--- src/design/fsp_pkg.sv ---
// Shared types, character codes and helper functions for the format specifier parser.
package fsp_pkg;

    // Accumulator width for width and precision values
    localparam int NUM_WIDTH = 16;
    // Reported value width
    localparam int OUT_W = 16;
    // Common width for clipping an accumulator to the reported range
    localparam int CLIP_W = (NUM_WIDTH > OUT_W) ? NUM_WIDTH : OUT_W;
    localparam logic [OUT_W-1:0] OUT_MAX = '1;

    // Character codes
    localparam logic [7:0] CH_MINUS = 8'h2D;
    localparam logic [7:0] CH_PLUS  = 8'h2B;
    localparam logic [7:0] CH_SPACE = 8'h20;
    localparam logic [7:0] CH_HASH  = 8'h23;
    localparam logic [7:0] CH_ZERO  = 8'h30;
    localparam logic [7:0] CH_NINE  = 8'h39;
    localparam logic [7:0] CH_STAR  = 8'h2A;
    localparam logic [7:0] CH_DOT   = 8'h2E;
    localparam logic [7:0] CH_H     = 8'h68;
    localparam logic [7:0] CH_L     = 8'h6C;
    localparam logic [7:0] CH_J     = 8'h6A;
    localparam logic [7:0] CH_Z     = 8'h7A;
    localparam logic [7:0] CH_T     = 8'h74;

    // Length modifier codes
    localparam logic [2:0] LEN_NONE = 3'd0;
    localparam logic [2:0] LEN_HH   = 3'd1;
    localparam logic [2:0] LEN_H    = 3'd2;
    localparam logic [2:0] LEN_LL   = 3'd3;
    localparam logic [2:0] LEN_L    = 3'd4;
    localparam logic [2:0] LEN_J    = 3'd5;
    localparam logic [2:0] LEN_Z    = 3'd6;
    localparam logic [2:0] LEN_T    = 3'd7;

    // Flag bit positions
    localparam int FLG_MINUS = 0;
    localparam int FLG_PLUS  = 1;
    localparam int FLG_SPACE = 2;
    localparam int FLG_HASH  = 3;
    localparam int FLG_ZERO  = 4;

    typedef enum logic [2:0] {
        PH_IDLE        = 3'd0,
        PH_FLAGS       = 3'd1,
        PH_WIDTH       = 3'd2,
        PH_PREC_FIRST  = 3'd3,
        PH_PREC_DIGITS = 3'd4,
        PH_SKIP        = 3'd5,
        PH_H_PEND      = 3'd6,
        PH_L_PEND      = 3'd7
    } phase_t;

    typedef struct packed {
        logic [7:0] ch;
        logic       start_spec;
    } in_t;

    typedef struct packed {
        logic             left_align;
        logic             force_sign;
        logic             space_sign;
        logic             alt_form;
        logic             zero_pad;
        logic [OUT_W-1:0] field_width;
        logic             width_from_arg;
        logic             has_precision;
        logic [OUT_W-1:0] precision_value;
        logic             precision_from_arg;
        logic [2:0]       length_code;
        logic [OUT_W-1:0] chars_consumed;
    } out_t;

    // Star and dot marks
    typedef struct packed {
        logic pstar;
        logic dot;
        logic wstar;
    } sd_t;

    // Parser state carried between characters
    typedef struct packed {
        phase_t               phase;
        logic [4:0]           flags;
        logic [NUM_WIDTH-1:0] width_acc;
        logic [NUM_WIDTH-1:0] prec_acc;
        sd_t                  sd;
        logic [OUT_W-1:0]     count;
    } state_t;

    // Multiply by ten, add a digit, saturate at the accumulator maximum
    function automatic logic [NUM_WIDTH-1:0] acc_digit(input logic [NUM_WIDTH-1:0] acc,
                                                       input logic [7:0] c);
        logic [NUM_WIDTH+3:0] wide;
        logic [NUM_WIDTH+3:0] sum;
        wide = {4'b0000, acc};
        sum  = (wide << 3) + (wide << 1) + (NUM_WIDTH+4)'(c[3:0]);
        if (sum[NUM_WIDTH+3:NUM_WIDTH] != 4'b0000)
            return '1;
        else
            return sum[NUM_WIDTH-1:0];
    endfunction

    // Clip an accumulator to the reported range
    function automatic logic [OUT_W-1:0] clip_num(input logic [NUM_WIDTH-1:0] v);
        logic [CLIP_W-1:0] ext;
        ext = CLIP_W'(v);
        if (ext > CLIP_W'(OUT_MAX))
            return OUT_MAX;
        else
            return ext[OUT_W-1:0];
    endfunction

endpackage

--- src/design/fsp_step.sv ---
// Combinational next-state and result logic for one character.
module fsp_step (
    input  fsp_pkg::state_t cur,
    input  fsp_pkg::in_t    din,
    output fsp_pkg::state_t nxt,
    output logic            emit,
    output fsp_pkg::out_t   res
);
    import fsp_pkg::*;

    logic [7:0] c;
    logic       is_dig;
    logic       is_star;
    logic       is_dot;
    logic       is_flag;
    logic       do_len;
    logic       do_consume;
    logic [2:0] len;
    state_t     s;

    assign c       = din.ch;
    assign is_dig  = (c >= CH_ZERO) && (c <= CH_NINE);
    assign is_star = (c == CH_STAR);
    assign is_dot  = (c == CH_DOT);
    assign is_flag = (c == CH_MINUS) || (c == CH_PLUS) || (c == CH_SPACE) ||
                     (c == CH_HASH) || (c == CH_ZERO);

    // Walk the phase for this character
    always_comb
    begin
        s          = cur;
        do_len     = 1'b0;
        do_consume = 1'b0;
        emit       = 1'b0;
        len        = LEN_NONE;

        // Open a fresh specifier, dropping any open one
        if (din.start_spec)
        begin
            s.flags     = '0;
            s.width_acc = '0;
            s.prec_acc  = '0;
            s.sd        = '0;
            s.count     = '0;
            s.phase     = PH_FLAGS;
        end

        unique case (s.phase)
            PH_IDLE:
            begin
                s.phase = PH_IDLE;
            end
            PH_FLAGS, PH_WIDTH:
            begin
                priority if (s.phase == PH_FLAGS && is_flag)
                begin
                    s.flags[FLG_MINUS] = s.flags[FLG_MINUS] | (c == CH_MINUS);
                    s.flags[FLG_PLUS]  = s.flags[FLG_PLUS]  | (c == CH_PLUS);
                    s.flags[FLG_SPACE] = s.flags[FLG_SPACE] | (c == CH_SPACE);
                    s.flags[FLG_HASH]  = s.flags[FLG_HASH]  | (c == CH_HASH);
                    s.flags[FLG_ZERO]  = s.flags[FLG_ZERO]  | (c == CH_ZERO);
                    do_consume = 1'b1;
                end
                else if (s.sd.wstar && (is_dig || is_star))
                begin
                    do_consume = 1'b1;
                    s.phase    = PH_SKIP;
                end
                else if (!s.sd.wstar && is_dig)
                begin
                    s.width_acc = acc_digit(s.width_acc, c);
                    do_consume  = 1'b1;
                    s.phase     = PH_WIDTH;
                end
                else if (!s.sd.wstar && is_star)
                begin
                    s.sd.wstar = 1'b1;
                    do_consume = 1'b1;
                    s.phase    = PH_WIDTH;
                end
                else if (is_dot)
                begin
                    s.sd.dot   = 1'b1;
                    do_consume = 1'b1;
                    s.phase    = PH_PREC_FIRST;
                end
                else
                begin
                    do_len = 1'b1;
                end
            end
            PH_PREC_FIRST, PH_PREC_DIGITS:
            begin
                priority if (s.phase == PH_PREC_FIRST && is_star)
                begin
                    s.sd.pstar = 1'b1;
                    do_consume = 1'b1;
                    s.phase    = PH_SKIP;
                end
                else if (is_dig)
                begin
                    s.prec_acc = acc_digit(s.prec_acc, c);
                    do_consume = 1'b1;
                    s.phase    = PH_PREC_DIGITS;
                end
                else if (is_dot || is_star)
                begin
                    do_consume = 1'b1;
                    s.phase    = PH_SKIP;
                end
                else
                begin
                    do_len = 1'b1;
                end
            end
            PH_SKIP:
            begin
                if (is_dig || is_dot || is_star)
                    do_consume = 1'b1;
                else
                    do_len = 1'b1;
            end
            PH_H_PEND:
            begin
                emit       = 1'b1;
                do_consume = (c == CH_H);
                len        = (c == CH_H) ? LEN_HH : LEN_H;
            end
            PH_L_PEND:
            begin
                emit       = 1'b1;
                do_consume = (c == CH_L);
                len        = (c == CH_L) ? LEN_LL : LEN_L;
            end
        endcase

        // Length modifier or ending character
        if (do_len)
        begin
            priority if (c == CH_H)
            begin
                do_consume = 1'b1;
                s.phase    = PH_H_PEND;
            end
            else if (c == CH_L)
            begin
                do_consume = 1'b1;
                s.phase    = PH_L_PEND;
            end
            else if (c == CH_J)
            begin
                do_consume = 1'b1;
                emit       = 1'b1;
                len        = LEN_J;
            end
            else if (c == CH_Z)
            begin
                do_consume = 1'b1;
                emit       = 1'b1;
                len        = LEN_Z;
            end
            else if (c == CH_T)
            begin
                do_consume = 1'b1;
                emit       = 1'b1;
                len        = LEN_T;
            end
            else
            begin
                emit = 1'b1;
                len  = LEN_NONE;
            end
        end

        // Count the character, saturating
        if (do_consume && (s.count != OUT_MAX))
            s.count = s.count + OUT_W'(1);

        if (emit)
            s.phase = PH_IDLE;
    end

    // Assemble the result from the updated state
    always_comb
    begin
        res.left_align         = s.flags[FLG_MINUS];
        res.force_sign         = s.flags[FLG_PLUS];
        res.space_sign         = s.flags[FLG_SPACE];
        res.alt_form           = s.flags[FLG_HASH];
        res.zero_pad           = s.flags[FLG_ZERO];
        res.field_width        = clip_num(s.width_acc);
        res.width_from_arg     = s.sd.wstar;
        res.has_precision      = s.sd.dot;
        res.precision_value    = clip_num(s.prec_acc);
        res.precision_from_arg = s.sd.pstar;
        res.length_code        = len;
        res.chars_consumed     = s.count;
    end

    assign nxt = s;

endmodule

--- src/design/fsp_out_stage.sv ---
// Result register with valid/ready handshake towards the consumer.
module fsp_out_stage (
    input  logic          clk,
    input  logic          rst_n,
    input  logic          load,
    input  fsp_pkg::out_t load_data,
    output logic          can_load,
    output logic          out_valid,
    input  logic          out_ready,
    output fsp_pkg::out_t out_data
);
    import fsp_pkg::*;

    logic valid_reg;
    logic valid_next;
    out_t data_reg;

    // Room when empty or when the held result leaves this cycle
    assign can_load = !valid_reg || out_ready;

    // Set on load, clear on transfer
    always_comb
    begin
        if (load)
            valid_next = 1'b1;
        else if (out_ready)
            valid_next = 1'b0;
        else
            valid_next = valid_reg;
    end

    always_ff @(posedge clk or negedge rst_n)
    begin
        if (!rst_n)
            valid_reg <= 1'b0;
        else
            valid_reg <= valid_next;
    end

    // Hold payload until replaced
    always_ff @(posedge clk)
    begin
        if (load)
            data_reg <= load_data;
    end

    assign out_valid = valid_reg;
    assign out_data  = data_reg;

endmodule

--- src/design/format_spec_parser_core.sv ---
// Top level of the printf-style conversion specifier parser.
//
//  channel | direction | handshake              | payload
//  --------+-----------+------------------------+------------------------------
//  in      | sink      | in_valid / in_ready    | in_data  (ch, start_spec)
//  out     | source    | out_valid / out_ready  | out_data (flags, width, ...)
//
//  One character is taken per cycle while in_ready is high; the parser state
//  updates at the edge that takes it, and a finished specifier lands in the
//  result register at that same edge and shows on out_valid in the following cycle.
//  in_ready is low only while the result register is full and out_ready is low.
//  Reset clears the parser state to idle and empties the result register.
module format_spec_parser_core (
    input  logic          clk,
    input  logic          rst_n,
    input  logic          in_valid,
    output logic          in_ready,
    input  fsp_pkg::in_t  in_data,
    output logic          out_valid,
    input  logic          out_ready,
    output fsp_pkg::out_t out_data
);
    import fsp_pkg::*;

    state_t state_reg;
    state_t state_next;
    logic   accept;
    logic   emit;
    logic   can_load;
    out_t   res;

    assign in_ready = can_load;
    assign accept   = in_valid && in_ready;

    // Next state and result for the presented character
    fsp_step u_step (
        .cur  (state_reg),
        .din  (in_data),
        .nxt  (state_next),
        .emit (emit),
        .res  (res)
    );

    // Advance the parser on each input transfer
    always_ff @(posedge clk or negedge rst_n)
    begin
        if (!rst_n)
        begin
            state_reg.phase     <= PH_IDLE;
            state_reg.flags     <= '0;
            state_reg.width_acc <= '0;
            state_reg.prec_acc  <= '0;
            state_reg.sd        <= '0;
            state_reg.count     <= '0;
        end
        else if (accept)
        begin
            state_reg <= state_next;
        end
    end

    fsp_out_stage u_out (
        .clk       (clk),
        .rst_n     (rst_n),
        .load      (accept && emit),
        .load_data (res),
        .can_load  (can_load),
        .out_valid (out_valid),
        .out_ready (out_ready),
        .out_data  (out_data)
    );

    // A new result only follows an input transfer
    a_rise_after_accept: assert property (@(posedge clk) disable iff (!rst_n)
        $rose(out_valid) |-> $past(accept))
        else $error("result appeared without an input transfer");

    // A started specifier that does not end at once stays open
    a_start_opens: assert property (@(posedge clk) disable iff (!rst_n)
        (accept && in_data.start_spec && !emit) |=> (state_reg.phase != PH_IDLE))
        else $error("specifier not opened on start");

    // A pending length modifier has been counted
    a_pend_counted: assert property (@(posedge clk) disable iff (!rst_n)
        (state_reg.phase == PH_H_PEND || state_reg.phase == PH_L_PEND)
        |-> (state_reg.count != '0))
        else $error("pending length modifier without a counted character");

    // The precision phase is only reached through a dot
    a_prec_dot: assert property (@(posedge clk) disable iff (!rst_n)
        (state_reg.phase == PH_PREC_FIRST || state_reg.phase == PH_PREC_DIGITS)
        |-> state_reg.sd.dot)
        else $error("precision phase without a dot");

endmodule

--- config.mk ---
export PLATFORM = sky130hd
export DESIGN_NAME = format_spec_parser_core
export DESIGN_NICKNAME = d
export VERILOG_FILES = /design/src/design/fsp_pkg.sv /design/src/design/fsp_step.sv /design/src/design/fsp_out_stage.sv /design/src/design/format_spec_parser_core.sv
export SDC_FILE = /design/constraint.sdc
export NUM_CORES = 1
export LEC_CHECK = 0
export BUFFER_PORTS_ARGS = -buffer_cell sky130_fd_sc_hd__buf_2
export CAP_MARGIN = 25
export CORE_ASPECT_RATIO = 0.6
export CORE_MARGIN = 3
export CORE_UTILIZATION = 24
export CTS_CLUSTER_SIZE = 25
export DETAILED_ROUTE_END_ITERATION = 16
export GPL_TIMING_DRIVEN = 1
export PLACE_DENSITY = 0.51
export SLEW_MARGIN = 20
export SYNTH_ARGS = -nofsm -noshare
export SYNTH_HDL_FRONTEND = slang
export SYNTH_SLANG_ARGS = --single-unit
--- constraint.sdc ---
create_clock -name clk -period 7.4 [get_ports clk]
set_input_delay 0.37 -clock clk [delete_from_list [all_inputs] [get_ports clk]]
set_output_delay 0.37 -clock clk [all_outputs]
set_load 0.005 [all_outputs]
# [Word level (Yosys, flattened, before mapping)]
# Cells that the tools add are included.
[classes] addsub=5 mul=0 div_mod_pow=0 order_cmp=4 eq_ne=20 shifts=0 n_mux=74 bitwise_logic=5 reduce_logical=27
[op_table] op="16-bit two-way mux" n=8
[op_table] op="59-bit two-way mux" n=1
[op_table] op="3-bit two-way mux" n=19
[op_table] op="8-bit by 6-bit equality test with 1-bit output (second input constant)" n=7
[op_table] op="19-bit by 17-bit adder with 20-bit output" n=2
[op_table] op="20-bit by 4-bit adder with 20-bit output" n=2
[op_table] op="8-bit by 7-bit equality test with 1-bit output (second input constant)" n=5
[op_table] op="1-bit two-way mux" n=34
[op_table] op="16-bit greater-than comparator (second input constant)" n=2
[op_table] op="21-bit two-way mux" n=1
[op_table] op="17-bit two-way mux" n=1
[op_table] op="16-bit by 1-bit adder with 16-bit output (second input constant)" n=1
[op_table] op="16-bit inequality test (second input constant)" n=1
[op_table] op="3-bit equality test (second input constant)" n=4
[op_table] op="2-bit two-way mux" n=5
[op_table] op="1-bit logical AND" n=9
[op_table] op="1-bit logical OR" n=9
[op_table] op="3-bit case mux with 3 select lines" n=1
[op_table] op="8-bit by 6-bit >= comparator with 1-bit output (second input constant)" n=1
[op_table] op="8-bit by 6-bit less-or-equal comparator with 1-bit output (second input constant)" n=1
[op_table] op="4-bit nonzero test" n=2
[op_table] op="3-bit by 2-bit equality test with 1-bit output (second input constant)" n=2
[op_table] op="3-bit case mux with 2 select lines" n=1
[op_table] op="2-bit OR reduction" n=3
[op_table] op="8 further kinds" n=13
[word_totals] reg_bits=119 latch_bits=0 ram_bits=0 rom_bits=0 inputBits=13 out_inout_bits=61 wordCells=156 mem_count=0

# [Longest topological paths before layout]
# Gate-level depths: netlist of the first run.
[logic_depth] word_depth=16 ltp_mapped=19 mapped_depth_nobuf=14

# [Modules after synthesis]
# From an unflattened synthesis of the first run, not the netlist that was laid out.
[hier_totals] hier_cells=805 area_unflattened_um2=8428.1
[modules_own_cells] module="fsp_step" n_inst=1 cells_per_inst=617 area_per_inst_um2=4377.9 seq_area_each_um2=0.0
[modules_own_cells] module="format_spec_parser_core" n_inst=1 cells_per_inst=126 area_per_inst_um2=2230.9 seq_area_each_um2=1476.4
[modules_own_cells] module="fsp_out_stage" n_inst=1 cells_per_inst=62 area_per_inst_um2=1819.2 seq_area_each_um2=1796.7

# [Worst setup path before layout of the first run]
# OpenSTA, ideal clock, no wires.
[synth_timing] path_type="register -> register" from="register state_reg[56] (netlist name)" to="register u_out.data_reg, in the netlist u_out.out_data[0], enable pin" setup_time_ns=0.476 t_arrival_ns=4.144 required_time_ns=6.924 slack_ns=2.780 stages_incl_launch_ff=9 period_less_slack_ns=4.620 path_cell_list="dfrtp_1 nor3b_1 o21ai_1 o21bai_1 o31a_1 o21ai_0 or2_2 nor2b_1 nor2_1"
[synth_between] elab_chain_cells=8 word_cells_on_any_way=21 cone_classes="7 x eq/ne; 8 x mux; 6 x reduce/logical"
[synth_rtl] item="from (decl)" line_no="format_spec_parser_core.sv:25" source="state_t state_reg;"
[synth_rtl] item="from (signal assigned)" line_no="format_spec_parser_core.sv:58" source="state_reg <= state_next;"
[synth_rtl] item="59-bit two-way mux (*)" line_no="fsp_step.sv:38" source="if (din.start_spec)"
[synth_rtl] item="3-bit equality test" line_no="fsp_step.sv:48" source="unique case (s.phase)"
[synth_rtl] item="2-bit OR reduction (no source line)"
[synth_rtl] item="1-bit two-way mux" line_no="fsp_step.sv:48"
[synth_rtl] item="1-bit two-way mux" line_no="fsp_step.sv:145" source="else if (c == CH_L)"
[synth_rtl] item="1-bit two-way mux" line_no="fsp_step.sv:140" source="priority if (c == CH_H)"
[synth_rtl] item="1-bit two-way mux (*)" line_no="fsp_step.sv:138" source="if (do_len)"
[synth_rtl] item="1-bit logical AND (*)" line_no="format_spec_parser_core.sv:65" source=".load (accept && emit),"
[synth_rtl] item="via u_out.load" line_no="fsp_out_stage.sv:5" source="input logic load,"
[synth_rtl] item="to (signal assigned)" line_no="fsp_out_stage.sv:44" source="data_reg <= load_data;"
[synth_rtl] item="to (decl)" line_no="fsp_out_stage.sv:16" source="out_t data_reg;"
# Mark *: on every way through the listed nets, which the timed path passes. The rest lies on a longest branch.
# A chain may end at the register's enable or synchronous reset.

# [Worst setup path in the final report of the first run]
[layout_timing] from="input in_data[0] (netlist name)" to="register state_reg[34] (netlist name)"
[layout_between] elab_chain_cells=8 word_cells_on_any_way=12 cone_classes="2 x add/sub; 2 x eq/ne; 5 x mux; 3 x reduce/logical"
[layout_rtl] item="from (decl)" line_no="format_spec_parser_core.sv:18" source="input fsp_pkg::in_t in_data,"
[layout_rtl] item="59-bit two-way mux (*)" line_no="fsp_step.sv:38"
[layout_rtl] item="19-bit by 17-bit adder with 20-bit output" line_no="fsp_pkg.sv:98" source="sum = (wide << 3) + (wide << 1) + (NUM_WIDTH+4)'(c[3:0]);"
[layout_rtl] item="20-bit by 4-bit adder with 20-bit output" line_no="fsp_pkg.sv:98"
[layout_rtl] item="4-bit nonzero test" line_no="fsp_pkg.sv:99" source="if (sum[NUM_WIDTH+3:NUM_WIDTH] != 4'b0000)"
[layout_rtl] item="16-bit two-way mux" line_no="fsp_pkg.sv:99"
[layout_rtl] item="16-bit two-way mux" line_no="fsp_step.sv:100" source="else if (is_dig)"
[layout_rtl] item="16-bit two-way mux" line_no="fsp_step.sv:94" source="priority if (s.phase == PH_PREC_FIRST && is_star)"
[layout_rtl] item="17-bit two-way mux (*)" line_no="fsp_step.sv:48"
# Every way passes the cells marked *; elsewhere a longest branch is shown, timed or not.

==> results.yml, run 1 <==
drt:
  wl_met3_um: 1370
  routed_wl_um: 21700
  route.detailed.drc: 0
  wl_per_cell_um: 16.1
  avgViaCountPerCell: 4.81
  ant_nets: 0
  highest_layer: "met5"
  routed-via-count: 6478
  wl_met2_um: 7800
  wl_met1_um: 12400
  drt_pass1_iterations: 5
  dr.first_iter.drc_count: 494
logic_synthesis:
  ys_top_cells_by_area: "edfxtp_1 (23%), dfrtp_1 (19%), ha_1 (10%)"
  netlist.area_leader.share: 0.226
  synth_largest_area_cell: "edfxtp_1"
  yosysMostFrequentCell: "nand2_1"
  synthTopCellsByCount: "nand2_1 (107), a21oi_1 (81), nor2_1 (78)"
  ys_ff_latch: 119
  syn_area_um2: 7850
  ys.flop_type: "dfrtp_1"
  syn_inst: 857
  syn_nets: 937
  yosysSeqAreaShare: 0.417
  post_synth.cell_area_avg_um2: 9.16
  ys_types: 69
  async_flop_share: 0.504
  synth_edf_count: 59
  yosysWarningCount: 0
floorplanning:
  dieArea_um2: 35000
  rows: 50
  fp.dieW_um: 240
  ios: 74
  start_util: 0.248
  core_um2: 31700
  dieHeight_um: 146
clock_tree:
  clock_insertion_delay_worst_skew_ps: 440
  post_cts_resized: 0
  clkTransAtPathRegs_ps: 50
  cts_made_buffers: 17
  cts_root_buf: "clkbuf_16"
  numClockSinks: 119
  cts_setup_buffers: 0
  cts.path.max_buffers: 2
  cts_tree: "done"
  htreeDepth: 4
  cts_hold_buffers: 0
placement:
  dpl-instance-area_um2: 8650
  place_hpwl_um: 15900
  io_buffers: 73
  gp_congestion: 0.825
sta:
  setup_tns_ps: 0
  worstMarginPinSlew_ps: 931
  maxSlewViolCount: 0
  skew_ps: 12.2
  max-slew-margin-rel: 0.379
  period_needed_ps: 4410
  setup_viol: 0
  rsz0062_at_grt: "false"
  hold_violations: 0
  fmax_ghz: 0.227
  period_share: 0.596
  whs_ps: 142
worst_setup_path:
  slowest_delay_ps: 680
  path_class: "input pin to flip-flop"
  path_buf_inv: 5
  crit-reg2reg-launch: "state_reg[21]$_DFFE_PN0P_"
  r2r_cells: 13
  required_ps: 7730
  slowest_stage: "inv_1"
  crit_fanout: 26
  r2r_slack_ps: 3490
  cp-start-kind: "input pin"
  r2r-end: "state_reg[34]$_DFFE_PN0P_"
  arrival_ps: 4740
  cp_cell_sequence: "buf_2 > inv_1 > buf_4 > nand2_1 > inv_1 > ha_1 > ha_1 > a2111oi_0 > o21ai_0 > a41oi_1 > nor2_1 > a21oi_1 > xnor2_1 > buf_4 > nor3_1 > o31ai_1"
  crit_family: "buffers and inverters"
  crit_path_end_kind: "flip-flop"
run:
  drv_cap: 0
power_and_ir_drop:
  p_clk_frac: 0.322
  power.net_switching_uw: 830
  p_seq_frac: 0.387
  switching_share: 0.343
  power_mw: 2.42
  internal_power_mw: 1.59
  ir_drop_mv: 0.198
  p_leak_nw: 4.26
  power_density_nw_per_um2: 263
  pwr-share-comb: 0.291
grt:
  first_global_vias: 6009
  grt_max_degree: 61
  grt_pass1_wl_um: 34800
  grt_overflow_total: 0
  grt_use_total: 0.128
  antenna_found_initial: 1
finish:
  ff_latch_area_um2: 3270
  multi_input_area_um2: 4220
  final_nets: 999
  antenna_cells: 0
  fill_cells: 3317
  stdcell_area_um2: 9200
  final_layout_size_suffix_gt1_frac: 0.150
  area_delta_synth_final_pct: 17.2
run_status:
  status: "finished clean"
hold_path:
  hp-class: "input pin to async pin"
worst register-to-register path, delay by kind of cell (launching register included):
kind / cells / cell delay (ps)
buf+inv: 2 / 450
xor+xnor: 1 / 380
compound gates: 5 / 1340
flops: 1 / 370
fa+ha+maj: 2 / 1020
simple gates: 3 / 250
power by group through the flow:
stage          Combinational (mW)  Sequential [mW]  Clock (mW)
6_report                    0.704            0.937       0.778
3_5_place_dp                0.703            0.947           0
4_1_cts                     0.708            0.938       0.796
3_3_place_gp                0.696            0.953           0
2_1_floorplan               0.480            0.927           0
5_1_grt                     0.798            0.958       0.827
cell type report:
cell class | instances | area share
Clock inverter | 11 | 0.00898
Multi-Input combinational cell | 650 | 0.458
Inverter | 46 | 0.0188
Sequential cell | 119 | 0.356
Clock buffer | 21 | 0.0500
Timing Repair Buffer | 85 | 0.0517
Tap cell | 416 | 0.0566
worst max-delay path by stage:
| stage | cells past startpoint | startpoint | to |
|---|---|---|---|
| finish | 16 | in_data[0] | state_reg[34]$_DFFE_PN0P_ |
| global route | 15 | in_data[0] | state_reg[34]$_DFFE_PN0P_ |
| CTS | 15 | in_data[0] | u_out.out_data[25]$_DFFE_PP_ |
| detailed placement | 15 | in_data[0] | u_out.out_data[25]$_DFFE_PP_ |
| global placement | 14 | in_data[0] | u_out.out_data[25]$_DFFE_PP_ |
| floorplan | 8 | state_reg[56]$_DFFE_PN0P_ | u_out.out_data[0]$_DFFE_PP_ |
metal layers:
metal / vias to the layer above / global-route usage
li1: 3204 / -
met1: 3092 / 0.214
met2: 165 / 0.154
met3: 15 / 0.0378
met4: 2 / 0.0245
met5: - / 0
per-stage QoR:
stage | instances | setup WS (ps) | utilization
detailed placement | 1315 | 2570 | 0.273
floorplan | 857 | 2780 | -
global placement | 1314 | 2650 | 0.272
global route | 1348 | 2510 | 0.290
finish | 1348 | 2990 | 0.290
CTS | 1347 | 3010 | 0.290
cells in the final DEF, fill, tap and decap left out, drive strengths merged, types with 3 or more instances in the layout:
cell type and count:
nand2 107, buf 85, a21oi 82, nor2 78, o21ai 74, ha 63
dfrtp 60, edfxtp 59, inv 46, xnor2 29, nor3 26, clkbuf 21
nand3 14, nand4 12, nor2b 12, a21o 11, xor2 10, o21bai 9
mux2i 9, clkinv 9, a211oi 8, and3 8, a31oi 7, nand2b 6
o22ai 6, or3 6, and2 6, o211ai 5, a32o 5, nor3b 5
a211o 4, fa 4, nand3b 4, a31o 3, nor4 3, or2 3
o31ai 3, or4 3
logic make-up (layout without fill, tap and decap cells):
| family | count (synthesis) | in the layout | share of synthesized area |
|---|---|---|---|
| mux | 11 | 11 | 0.0143 |
| xor+xnor | 39 | 39 | 0.0435 |
| flops | 119 | 119 | 0.417 |
| fa+ha+maj | 67 | 67 | 0.111 |
| simple gates | 294 | 294 | 0.184 |
| compound gates | 239 | 239 | 0.183 |
| buf+inv | 88 | 163 | 0.0476 |
No activity file was read; power rests on OpenSTA's default activity.
==> run 2: changes to the inputs <==
==> constraint.sdc (replaced) <==
create_clock -name clk -period 4.2 [get_ports clk]
set_input_delay 0.21 -clock clk [delete_from_list [all_inputs] [get_ports clk]]
set_output_delay 0.21 -clock clk [all_outputs]
set_load 0.005 [all_outputs]
==> run 2 against run 1 <==
Net effect: the flow now finishes with violations (hold timing); clock power is 100% higher; sequential power is 76% higher; highest routed layer is now met4; non-clock buffer count is 6 higher; sequential share of layout area is 0.51 points lower; critical path depth is 3 lower; register-to-register slack worse by 3100 ps; worst hold slack worse by 190 ps; via count is 1.3% higher; critical endpoint is now u_out.out_data[41]$_DFFE_PP_; combinational power is 73% higher.
==> results.yml, run 2 (synthesis results as in run 1) <==
worst_setup_path:
  cp_cell_sequence: "nand2_1 > inv_1 > fa_1 > fa_1 > a211o_1 > a21oi_1 > o21ai_0 > mux2i_1 > nor4_1 > o2111ai_1 > buf_4 > nor2_1 > a21oi_1"
  cp-start-kind: "flip-flop"
  crit_path_end_kind: "flip-flop"
  slowest_delay_ps: 510
  crit_fanout: 15
  slowest_stage: "fa_1"
  crit_family: "compound AO/OA/AOI/OAI gates"
  required_ps: 4360
  path_buf_inv: 2
  path_class: "flip-flop to flip-flop"
  arrival_ps: 3960
drt:
  drt_pass1_iterations: 5
  wl_per_cell_um: 16.4
  routed_wl_um: 22300
  routed-via-count: 6564
  dr.first_iter.drc_count: 519
  ant_nets: 0
  route.detailed.drc: 0
  avgViaCountPerCell: 4.85
sta:
  max-slew-margin-rel: 0.370
  setup_viol: 0
  skew_ps: 7.78
  whs_ps: -49.8
  setup_tns_ps: 0
  hold_violations: 13
  rsz0062_at_grt: "false"
  maxSlewViolCount: 0
  worstMarginPinSlew_ps: 944
  period_share: 0.905
  fmax_ghz: 0.263
  period_needed_ps: 3800
clock_tree:
  cts_root_buf: "clkbuf_16"
  numClockSinks: 119
  clock_insertion_delay_worst_skew_ps: 440
  cts_tree: "done"
  cts_made_buffers: 17
  htreeDepth: 4
  clkTransAtPathRegs_ps: 60
  cts_hold_buffers: 0
  cts_setup_buffers: 0
  post_cts_resized: 0
  cts.path.max_buffers: 2
grt:
  grt_use_total: 0.131
  grt_overflow_total: 0
  grt_pass1_wl_um: 35600
  first_global_vias: 6198
  grt_max_degree: 61
  antenna_found_initial: 0
finish:
  final_cell_mix: "nand2_1 (106), a21oi_1 (81), nor2_1 (77)"
  area_delta_synth_final_pct: 18.9
  final_cells: 1354
  final_layout_size_suffix_gt1_frac: 0.160
  final_common_cell: "nand2_1"
  ff_latch_area_um2: 3270
  final_nets: 1005
  antenna_cells: 0
  multi_input_area_um2: 4220
  fill_cells: 3292
floorplanning:
  ios: 74
  core_um2: 31700
  fp.dieW_um: 240
  rows: 50
  dieArea_um2: 35000
  start_util: 0.248
  dieHeight_um: 146
placement:
  io_buffers: 73
  gp_congestion: 0.850
  place_hpwl_um: 15800
  dp_cells: 1322
run:
  drv_cap: 0
hold_path:
  hp-class: "input pin to async pin"
power_and_ir_drop:
  ir_drop_mv: 0.322
  p_leak_nw: 4.32
  power_density_nw_per_um2: 477
run_status:
  status: "complete, but fails checks"
  violations: "hold timing"
==> run 2: worst paths after layout <==
| path | from | endpoint | slack, ps | depth (start not counted) |
|---|---|---|---|---|
| max in group asynchronous | rst_n | state_reg[42]$_DFFE_PN0P_ | 3580 | 2 |
| min in group clk | out_ready | u_out.out_valid$_DFFE_PN0P_ | 160 | 3 |
| setup / recovery | state_reg[37]$_DFFE_PN0P_ | u_out.out_data[41]$_DFFE_PP_ | 400 | 13 |
| hold / removal | rst_n | state_reg[11]$_DFFE_PN0P_ | -50 | 2 |
| hold reg to reg | state_reg[22]$_DFFE_PN0P_ | state_reg[22]$_DFFE_PN0P_ | 480 | 2 |
| setup reg to reg | state_reg[37]$_DFFE_PN0P_ | u_out.out_data[41]$_DFFE_PP_ | 400 | 13 |
==> run 2: where the power goes <==
| group | internal, mW | switching, mW |
|---|---|---|
| clock network | 0.998 | 0.583 |
| logic | 0.461 | 0.760 |
| registers | 1.50 | 0.148 |
| total | 2.96 | 1.49 |
==> run 2: cell type report <==
cell class                      instances  share of cell area
Timing Repair Buffer                   91              0.0563
Inverter                               46              0.0185
Multi-Input combinational cell        650               0.452
Tap cell                              416              0.0558
Clock inverter                         14              0.0213
Sequential cell                       119               0.351
Clock buffer                           18              0.0460
==> run 2: through the flow <==
step	area (µm²)	hold WS (ps)	power, mW	util	worst slack, ps
2_1_floorplan	7860	-85.6	2.47	-	33.4
3_3_place_gp	8710	466	2.91	0.275	214
3_5_place_dp	8710	473	2.89	0.275	184
4_1_cts	9340	13.7	4.50	0.294	444
5_1_grt	9340	53.6	4.74	0.294	167
6_report	9340	-49.8	4.45	0.294	401
==> run 2: worst register-to-register path, stage by stage, from the launching register on <==
cell       delay, ps
dfrtp_1          370
nand2_1           80
inv_1             70
fa_1             510
fa_1             500
a211o_1          330
a21oi_1          190
o21ai_0          310
mux2i_1          210
nor4_1           250
o2111ai_1        200
buf_4            240
nor2_1           150
a21oi_1          110
==> run 2: per-layer routing <==
layer	track usage	wire [µm]	vias to the layer above
li1	-	-	3228
met5	0	0	-
met4	0.0353	268	0
met3	0.0357	1150	18
met2	0.166	8180	171
met1	0.212	12700	3147
